**config.mk**
```make
export PLATFORM = sky130hd
export DESIGN_NAME = wildcard_byte_pattern_scan
export DESIGN_NICKNAME = d
export VERILOG_FILES = /design/src/sv/wbps_pkg.sv /design/src/sv/wildcard_byte_pattern_scan.sv /design/src/sv/wbps_cell.sv
export SDC_FILE = /design/constraint.sdc
export NUM_CORES = 1
export LEC_CHECK = 0
export BUFFER_PORTS_ARGS = -buffer_cell sky130_fd_sc_hd__buf_2
export CAP_MARGIN = 20
export CELL_PAD_IN_SITES_DETAIL_PLACEMENT = 0
export CELL_PAD_IN_SITES_GLOBAL_PLACEMENT = 1
export CORE_UTILIZATION = 50
export CTS_CLUSTER_DIAMETER = 30
export DETAILED_ROUTE_END_ITERATION = 7
export PLACE_DENSITY_LB_ADDON = 0.1
export SYNTH_ARGS = -nofsm -noshare
export SYNTH_HDL_FRONTEND = slang
export SYNTH_SLANG_ARGS = --single-unit
```
**constraint.sdc**
```tcl
create_clock -name clk -period 7.5 [get_ports clk]
set_input_delay 0.375 -clock clk [delete_from_list [all_inputs] [get_ports clk]]
set_output_delay 0.375 -clock clk [all_outputs]
set_load 0.005 [all_outputs]
```
**src/sv/wbps_pkg.sv**
```systemverilog
`default_nettype none
package wbps_pkg;

  localparam int MAX_PATTERN = 64;
  localparam int OFFSET_BITS = 32;

  localparam int LEN_W = $clog2(MAX_PATTERN + 1);
  localparam int IDX_W = (MAX_PATTERN > 1) ? $clog2(MAX_PATTERN) : 1;
  localparam int POS_W = OFFSET_BITS + 1;

  localparam logic [1:0] REQ_CLEAR  = 2'd0;
  localparam logic [1:0] REQ_APPEND = 2'd1;
  localparam logic [1:0] REQ_BYTE   = 2'd2;

  typedef struct packed {
    logic       wild;
    logic [7:0] value;
  } elem_t;

  typedef struct packed {
    logic clear;
    logic shift;
    logic write;
  } cell_ctl_t;

endpackage
`default_nettype wire

```
**src/sv/wildcard_byte_pattern_scan.sv**
```systemverilog
`default_nettype none
// Wildcard byte pattern scan. A clear item (tuser 0) empties the pattern and
// restarts the scan, append items (tuser 1) add one pattern element each, up
// to 64, and module byte items (tuser 2, tlast on the final byte) are
// compared against the pattern by a row of cells, one per element, that pass
// partial-match flags along every byte. The block takes one item per cycle;
// each item is done in that cycle, and a result appears in the output
// register on the next cycle. The only stall is a result that has not been
// taken: input waits until the output register is free or drained that
// cycle. One result per scan: found with offset and base plus offset at the
// first full match, or not found after the last byte. module_base is written
// on the cfg channel only while idle, a user's duty the block does not enforce.
module wildcard_byte_pattern_scan
  import wbps_pkg::*;
(
  input  wire logic         clk,
  input  wire logic         rst_n,
  input  wire logic         cfg_valid,
  output logic              cfg_ready,
  input  wire logic [63:0]  cfg_data,     // module_base
  input  wire logic         in_tvalid,
  output logic              in_tready,
  input  wire logic [23:0]  in_tdata,     // pattern_byte[7:0], pattern_wild[8], data_byte[16:9]
  input  wire logic [1:0]   in_tuser,     // req_type[1:0]
  input  wire logic         in_tlast,     // data_last
  output logic              out_tvalid,
  input  wire logic         out_tready,
  output logic [95:0]       out_tdata,    // match_offset[31:0], match_address[95:32]
  output logic              out_tuser     // found
);

  logic [63:0]            base_r;
  logic [LEN_W-1:0]       len_r, len_nxt;
  logic [POS_W-1:0]       pos_r, pos_nxt;
  logic                   done_r, done_nxt;
  logic                   out_valid_r, out_valid_nxt;
  logic                   out_found_r, out_found_nxt;
  logic [OFFSET_BITS-1:0] out_off_r, out_off_nxt;

  logic        in_acc;
  logic [7:0]  pat_byte;
  logic        pat_wild;
  logic [7:0]  dat_byte;
  logic        is_byte;
  logic        in_range;
  logic        len_zero;
  logic        full_hit;
  logic        res_fire;
  logic        shift;
  logic [IDX_W-1:0] last_idx;
  logic [OFFSET_BITS-1:0] hit_off;
  logic [63:0] addr;

  logic [MAX_PATTERN-1:0] flags;
  logic [MAX_PATTERN-1:0] flags_nxt;
  cell_ctl_t              ctl [MAX_PATTERN];
  elem_t                  wr_elem;

  assign cfg_ready = 1'b1;
  assign in_tready = !out_valid_r || out_tready;
  assign in_acc    = in_tvalid && in_tready;

  assign pat_byte = in_tdata[7:0];
  assign pat_wild = in_tdata[8];
  assign dat_byte = in_tdata[16:9];
  assign wr_elem  = '{wild: pat_wild, value: pat_byte};

  assign is_byte  = in_acc && (in_tuser == REQ_BYTE) && !done_r;
  assign in_range = !pos_r[OFFSET_BITS];
  assign len_zero = (len_r == '0);
  assign shift    = is_byte && in_range && !len_zero;
  assign last_idx = IDX_W'(len_r - LEN_W'(1));
  assign full_hit = flags_nxt[last_idx];
  assign hit_off  = OFFSET_BITS'(pos_r - POS_W'(len_r - LEN_W'(1)));

  // Row of cells; cell k matches pattern element k.
  for (genvar k = 0; k < MAX_PATTERN; k++) begin : g_cell
    logic active;
    logic prev;
    assign active = (LEN_W'(k) < len_r);
    assign ctl[k].clear = in_acc && (in_tuser == REQ_CLEAR);
    assign ctl[k].shift = shift;
    assign ctl[k].write = in_acc && (in_tuser == REQ_APPEND) && (len_r == LEN_W'(k));
    if (k == 0) begin : g_head
      assign prev = 1'b1;
    end else begin : g_link
      assign prev = flags[k-1];
    end
    wbps_cell u_cell (
      .clk       (clk),
      .rst_n     (rst_n),
      .ctl       (ctl[k]),
      .wr_elem   (wr_elem),
      .active    (active),
      .data_byte (dat_byte),
      .prev_flag (prev),
      .flag      (flags[k]),
      .flag_nxt  (flags_nxt[k])
    );
  end

  always_comb begin
    len_nxt       = len_r;
    pos_nxt       = pos_r;
    done_nxt      = done_r;
    out_valid_nxt = out_valid_r && !out_tready;
    out_found_nxt = out_found_r;
    out_off_nxt   = out_off_r;
    res_fire      = 1'b0;
    if (in_acc) begin
      unique case (in_tuser)
        REQ_CLEAR: begin
          len_nxt  = '0;
          pos_nxt  = '0;
          done_nxt = 1'b0;
        end
        REQ_APPEND: begin
          if (len_r < LEN_W'(MAX_PATTERN)) begin
            len_nxt = len_r + LEN_W'(1);
          end
        end
        REQ_BYTE: begin
          if (!done_r) begin
            if (in_range && len_zero) begin
              res_fire      = 1'b1;
              out_found_nxt = 1'b1;
              out_off_nxt   = '0;
            end else if (in_range && full_hit) begin
              res_fire      = 1'b1;
              out_found_nxt = 1'b1;
              out_off_nxt   = hit_off;
            end else begin
              if (in_range) begin
                pos_nxt = pos_r + POS_W'(1);
              end
              if (in_tlast) begin
                res_fire      = 1'b1;
                out_found_nxt = 1'b0;
                out_off_nxt   = '0;
              end
            end
            if (res_fire) begin
              done_nxt      = 1'b1;
              out_valid_nxt = 1'b1;
            end
          end
        end
        default: begin
        end
      endcase
    end
  end

  always_ff @(posedge clk) begin
    if (!rst_n) begin
      base_r      <= '0;
      len_r       <= '0;
      pos_r       <= '0;
      done_r      <= 1'b0;
      out_valid_r <= 1'b0;
    end else begin
      if (cfg_valid && cfg_ready) begin
        base_r <= cfg_data;
      end
      len_r       <= len_nxt;
      pos_r       <= pos_nxt;
      done_r      <= done_nxt;
      out_valid_r <= out_valid_nxt;
    end
  end

  always_ff @(posedge clk) begin
    out_found_r <= out_found_nxt;
    out_off_r   <= out_off_nxt;
  end

  // The base is to change only while idle (the block does not enforce it), so
  // the address add sits after the output register.
  assign addr       = out_found_r ? (base_r + 64'(out_off_r)) : 64'd0;
  assign out_tvalid = out_valid_r;
  assign out_tuser  = out_found_r;
  assign out_tdata  = {addr, 32'(out_off_r)};

  a_result_from_item : assert property (@(posedge clk) disable iff (!rst_n)
    $rose(out_valid_r) |-> $past(in_acc))
    else $error("result appeared without an accepted item");

  a_done_after_result : assert property (@(posedge clk) disable iff (!rst_n)
    res_fire |=> done_r)
    else $error("scan not closed after a result");

  a_len_bound : assert property (@(posedge clk) disable iff (!rst_n)
    len_r <= LEN_W'(MAX_PATTERN))
    else $error("pattern length past capacity");

  a_not_found_zero : assert property (@(posedge clk) disable iff (!rst_n)
    (out_valid_r && !out_found_r) |-> (out_off_r == '0))
    else $error("not-found result carries an offset");

endmodule
`default_nettype wire

```
**src/sv/wbps_cell.sv**
```systemverilog
`default_nettype none
module wbps_cell
  import wbps_pkg::*;
(
  input  wire logic       clk,
  input  wire logic       rst_n,
  input  var  cell_ctl_t  ctl,
  input  var  elem_t      wr_elem,
  input  wire logic       active,
  input  wire logic [7:0] data_byte,
  input  wire logic       prev_flag,
  output logic            flag,
  output logic            flag_nxt
);

  elem_t elem_r;
  logic  flag_r;

  // The flag says that this element and all before it matched up to the
  // previous byte; the left neighbor hands in its old flag.
  assign flag_nxt = active && prev_flag && (elem_r.wild || (elem_r.value == data_byte));
  assign flag     = flag_r;

  always_ff @(posedge clk) begin
    if (ctl.write) begin
      elem_r <= wr_elem;
    end
  end

  always_ff @(posedge clk) begin
    if (!rst_n || ctl.clear) begin
      flag_r <= 1'b0;
    end else if (ctl.shift) begin
      flag_r <= flag_nxt;
    end
  end

endmodule
`default_nettype wire
```
## Word-level counts from Yosys, hierarchy flattened

Cells that the tools add are included.

- Add/subtract/negate cells: 6
- $lt $le $gt $ge: 66
- Eq/ne operators: 134
- Multiplexer cells: 26
- Bitwise operators: 1
- Reductions and logical operators: 284

Operator list:

| operator | count |
|---|---|
| equality test 8 bit | 64 |
| equality test 7 x 6 -> 1 bit, second input constant | 32 |
| less-than comparator 6 x 7 -> 1 bit, first input constant | 32 |
| logical AND 1 bit | 201 |
| two-way mux 33 bit | 4 |
| equality test 7 x 5 -> 1 bit, second input constant | 16 |
| less-than comparator 5 x 7 -> 1 bit, first input constant | 16 |
| logical OR 1 bit | 66 |
| one-hot mux 33 bit (2 select lines) | 1 |
| adder 64 x 32 -> 64 bit | 1 |
| two-way mux 32 bit | 2 |
| two-way mux 64 bit | 1 |
| equality test 7 x 4 -> 1 bit, second input constant | 8 |
| less-than comparator 4 x 7 -> 1 bit, first input constant | 8 |
| adder 33 x 1 -> 33 bit, second input constant | 1 |
| subtractor 32 bit | 1 |
| equality test 7 x 3 -> 1 bit, second input constant | 4 |
| less-than comparator 3 x 7 -> 1 bit, first input constant | 4 |
| equality test 7 x 2 -> 1 bit, second input constant | 2 |
| less-than comparator 1 x 7 -> 1 bit, first input constant | 2 |
| less-than comparator 2 x 7 -> 1 bit, first input constant | 2 |
| two-way mux 1 bit | 14 |
| one-hot mux 7 bit (2 select lines) | 1 |
| inequality test 2 bit, second input constant | 4 |
| 24 further kinds | 30 |

- Flip-flop bits (word level): 778
- Input port bits: 96
- Output and inout port bits: 100
- Word-level logic and storage cells: 716

## Depth between registers and ports, before layout

- Depth in word-level cells: 15
- Depth in mapped cells: 20
- Depth with buffers taken out: 17

## By module

Synthesis repeated with hierarchy kept, for this count alone.

- Cells, all modules: 3,420
- Area, all modules: 39,984.6 um^2

By module, submodules not included:

| module | times used | cells an instance | area an instance (um^2) | sequential area each (um^2) |
|---|---|---|---|---|
| wbps_cell | 64 | 31 | 446.7 | 290.3 |
| wildcard_byte_pattern_scan | 1 | 1,436 | 11,397.2 | 3,113.0 |

## Least setup slack after synthesis

No wires, ideal clock.

- Path kind: flip-flop to flip-flop
- Start: register len_r[0]
- End: register out_off_r[0], enable pin
- Setup time: 436 ps
- Arrival time: 4,784 ps
- Data required time: 7,064 ps
- Slack: 2,280 ps
- Cell stages (with the launch flop): 15
- Buffers on the path: 4
- Period minus slack after synthesis: 5,220 ps
- Path through: dfxtp_1 -> buf_2 -> clkinv_1 -> clkbuf_1 -> ha_1 -> clkbuf_1 -> xor2_1 -> inv_1 -> clkbuf_1 -> a2111oi_0 -> o41ai_1 -> a21oi_1 -> a211oi_2 -> o21bai_1 -> a21oi_1

- Longest elaborated chain between the ends: 8
- Elaborated cells between the ends (all ways): 199
- Classes of those cells: 1 x add/sub; 64 x order compare; 2 x mux; 132 x reduce/logical

Ends and longest elaborated chain:

| item | line | source |
|---|---|---|
| start: declaration | wildcard_byte_pattern_scan.sv:33 | `logic [LEN_W-1:0] len_r, len_nxt;` |
| start signal: assignment | wildcard_byte_pattern_scan.sv:165 | `len_r <= len_nxt;` |
| less-than comparator 1 x 7 -> 1 bit (tied with other cells) | wildcard_byte_pattern_scan.sv:80 | `assign active = (LEN_W'(k) < len_r);` |
| logical AND 1 bit (2 in series) | wbps_cell.sv:21 | `assign flag_nxt = active && prev_flag && (elem_r.wild \|\| (elem_r.value == data_byte));` |
| binary-select mux 1 bit (select 6 bit) | wildcard_byte_pattern_scan.sv:73 | `assign full_hit = flags_nxt[last_idx];` |
| two-way mux 1 bit (implied by the code) | wildcard_byte_pattern_scan.sv:73 |  |
| logical AND 1 bit | wildcard_byte_pattern_scan.sv:128 | `end else if (in_range && full_hit) begin` |
| nonzero test 3 bit (no line) (*) | n/a |  |
| AND reduction 4 bit (no line) (*) | n/a |  |
| end signal: assignment | wildcard_byte_pattern_scan.sv:174 | `out_off_r <= out_off_nxt;` |
| end: declaration | wildcard_byte_pattern_scan.sv:38 | `logic [OFFSET_BITS-1:0] out_off_r, out_off_nxt;` |

Every way passes the cells marked *; elsewhere a longest branch is shown, timed or not. The select of a mux whose other input is x is not followed.
A chain may end at the register's enable or synchronous reset.

## Final worst setup path

- Start: register len_r[1]
- End: register out_off_r[15], enable pin

Same word-level chain as after synthesis.

==> reports/results.md <==
## Hold path
* Hold Path Class: primary input to flip-flop

## Clock network
* CTS H-Tree Depth: 4
* clock transition time at the flip-flop clock pins of the worst setup and hold paths: 0.04 ns
* post-CTS setup buffer count: 0
* TritonCTS Buffers: 158
* CTS Buffer Depth: 3
* clk_lat worst skew: 0.75 ns
* Root Buffer Master: sky130_fd_sc_hd__clkbuf_16
* clock tree from TritonCTS: done
* TritonCTS sink count: 778

## Die
* total core area: 73500 µm²
* I/O pin total: 196
* die extent in y: 275 µm
* full die area: 75900 µm²
* Initial Utilization: 50.9%
* total number of placement rows: 99
* floorplan die width: 275 µm

## Timing
* smallest setup slack after layout: 2.00 ns
* number of endpoints with negative hold slack in the final report: 0
* setup tns final: 0 ns
* Slew Viols, Final: 0
* slew at the pin with the worst max-slew slack: 1.10 ns
* peak clock frequency supported by timing: 0.182 GHz
* Setup-failing EPs final: 0
* unrepaired setup endpoints after global routing: no
* normalized max-slew margin: 26.7%
* clock period minus final worst setup slack: 5.50 ns
* setup clock skew after layout: 0.0470 ns
* final worst-path cycle share: 73.3%

## Cells and area
* number of cells in the finished layout apart from fillers: 4577
* area taken by flip-flops and latches: 21700 µm²
* Antenna Cells: 0
* final design area excluding fillers: 45500 µm²
* Layout Utilization: 62.0%
* footprint of the multi-input gates: 14800 µm²
* number of nets in the layout: 3651
* fill cell count: 5770
* Layout area overhead: 21.8%
* layout cell share with drive strength beyond 1: 15.2%

## Placed design
* Place WS: 2.19 ns
* estimated wirelength of the detail-placed design: 64000 µm
* post-placement cell count: 4212
* instance area at placement: 39300 µm²
* routability-driven placement congestion ratio: 0.928
* number of port buffers: 187

## Routing
* drt pass-1 iters: 5
* total vias in the final route: 26138
* DRC Markers: 0
* Post-Route WL: 104000 µm
* remaining antenna violation count: 0
* drt initial violations: 1811
* Avg Vias per Cell: 5.71
* average wire per standard cell: 22.8 µm

## Synth
* average cell area after synthesis: 11.8 µm²
* Netlist cell types: 76
* portion of the post-synthesis area used by sequential elements: 57.9%
* synthesized area: 37400 µm²
* top post-synthesis cells by area: sky130_fd_sc_hd__edfxtp_1 (49%), sky130_fd_sc_hd__xor2_1 (12%), sky130_fd_sc_hd__dfxtp_1 (9.0%), sky130_fd_sc_hd__a21oi_1 (2.5%), sky130_fd_sc_hd__ha_1 (2.3%)
* cell taking the most area after synthesis: sky130_fd_sc_hd__edfxtp_1
* synthesized flop and latch total: 778
* EDFF count, synth: 609
* synthesized instance count: 3161
* count of warnings emitted by yosys: 0
* Synthesized Nets: 3328
* fraction of synthesized cell area taken by the top area cell type: 48.9%
* Most used DFF post-synth: sky130_fd_sc_hd__edfxtp_1
* share of synthesized flip-flops with an asynchronous set or reset: 0%

## Run
* Max-Cap Viols: 0

## Global routing
* wire length of the first global-routing pass: 155000 µm
* number of global-route vias before repair: 25966
* Global Route Usage Sum: 27.4%
* number of antenna violations at the first check in global routing: 0
* pin count of the biggest net entering global routing: 85
* remaining global-route overflow: 0

## Worst setup path
* CP max FO: 34
* critical path capture point type: flip-flop
* Register-to-Register Setup Slack: 2.00 ns
* worst path required time: 7.84 ns
* category of the worst setup path launch point: flip-flop
* critical path class: flip-flop to flip-flop
* Arr. time, crit path: 5.84 ns

## Power
* part of the power in combinational logic: 5.8%
* Internal Power: 9790 µW
* sequential power share: 37.4%
* proportion of power drawn by the clock network: 56.8%
* worst voltage drop across the vdd grid: 0.000276 V
* power density of the placed cells: 276 nW/µm²
* Switching Share: 22.2%
* Leak Pwr: 0.0169 µW
* Switch Pwr: 2790 µW

## Status
* outcome: finished, final reports clean

sequential cells by signal, summed over array words and instances (netlist names):
name,flops
out_off_r,32
out_tuser,1
base_r,64
len_r,7
out_tvalid,1
pos_r,33
g_cell.u_cell.elem_r,576
done_r,1
g_cell.u_cell.flag,63
final timing paths:
kind                                from                endpoint  cells past startpoint
setup / recovery                len_r[1]           out_off_r[15]                     15
hold / removal               in_tuser[0]                len_r[1]                      3
setup reg to reg                len_r[1]           out_off_r[15]                     15
hold reg to reg   g_cell[62].u_cell.flag  g_cell[62].u_cell.flag                      2
layer usage:
metal	part of all wire, %	up-vias	routed length, µm	GRT usage [%]
li1	-	12152	-	-
met1	42	13016	44300	34.5
met2	50	786	52000	47.6
met3	5.4	184	5630	4.70
met4	2.5	0	2610	9.33
met5	0	-	0	0
timing repair:
item | in CTS | in global routing
resized for setup | 0 | 0
endpoints found under the hold margin | 65 | 0
hold buffers | 65 | 0
placed cells by master, fill, tap and decap left out, drive strengths merged, types with 55 or more instances in the layout:
cell and count:
nor2b 81, mux2i 67, edfxtp 609, o21ai 142, nor3 69, a21oi 189
clkinv 55, dfxtp 169, buf 250, xnor2 88, clkbuf 189, and2 80
nand2 181, xor2 500, nor2 210, dlygate4sd3 65, nor4 134, ha 69
critical path, cell delays in order (launching register included):
cell and delay [ns]:
sky130_fd_sc_hd__dfxtp_1 0.30, sky130_fd_sc_hd__buf_4 0.32, sky130_fd_sc_hd__inv_1 0.23, sky130_fd_sc_hd__ha_1 0.82
sky130_fd_sc_hd__buf_4 0.33, sky130_fd_sc_hd__inv_1 0.30, sky130_fd_sc_hd__nand2_1 0.35, sky130_fd_sc_hd__nor2_1 0.09
sky130_fd_sc_hd__o41ai_1 0.09, sky130_fd_sc_hd__o22ai_1 0.14, sky130_fd_sc_hd__nor3_1 0.48, sky130_fd_sc_hd__o22ai_1 0.16
sky130_fd_sc_hd__a211oi_2 0.63, sky130_fd_sc_hd__o21bai_1 0.27, sky130_fd_sc_hd__a21oi_4 0.19, sky130_fd_sc_hd__buf_4 0.41
cells in the mapped netlist (53+ instances only):
library cell                 n
sky130_fd_sc_hd__mux2i_1    67
sky130_fd_sc_hd__nand3_1    53
sky130_fd_sc_hd__o21ai_0   118
sky130_fd_sc_hd__edfxtp_1  609
sky130_fd_sc_hd__a21oi_1   189
sky130_fd_sc_hd__and2_1     80
sky130_fd_sc_hd__xor2_1    500
sky130_fd_sc_hd__nand2_1   181
sky130_fd_sc_hd__clkbuf_1   72
sky130_fd_sc_hd__nor3_1     67
sky130_fd_sc_hd__xnor2_1    87
sky130_fd_sc_hd__ha_1       69
sky130_fd_sc_hd__nor4_1    134
sky130_fd_sc_hd__nor2b_1    81
sky130_fd_sc_hd__dfxtp_1   169
sky130_fd_sc_hd__nor2_1    209
cell families (layout without fill, tap and decap cells):
group | after synthesis | after routing | synth area share, %
AOI/OAI and AO/OA | 517 | 517 | 8.40
muxes | 68 | 68 | 1.82
other | 1 | 1 | 0.0100
adders and majority gates | 71 | 71 | 2.42
DFF | 778 | 778 | 57.9
and+or+nand+nor | 946 | 946 | 13.1
xor gates and xnor gates | 588 | 588 | 13.8
buffers and inverters | 192 | 649 | 2.53
cell type report:
class	instances	area share, %
clock buffer	187	9.21
sequential	778	47.6
tap	959	2.64
multi-input combinational	2191	32.6
inverter	38	0.313
clock inverter	107	2.93
timing repair buffer	317	4.75
through the flow:
stage,hold WS (ns),total power (µW)
2_1_floorplan,0.427,5210
3_3_place_gp,0.437,5470
3_5_place_dp,0.443,5480
4_1_cts,0.0421,12700
5_1_grt,0.0741,12900
6_report,0.0827,12600
power by group through the flow:
stage          registers [µW]  logic (µW)  clock network (µW)
3_3_place_gp             4790         685                   0
2_1_floorplan            4780         427                   0
3_5_place_dp             4790         694                   0
6_report                 4710         724                7150
4_1_cts                  4710         726                7240
5_1_grt                  4710         786                7430
Note: power is estimated with default switching activity, not from simulation.
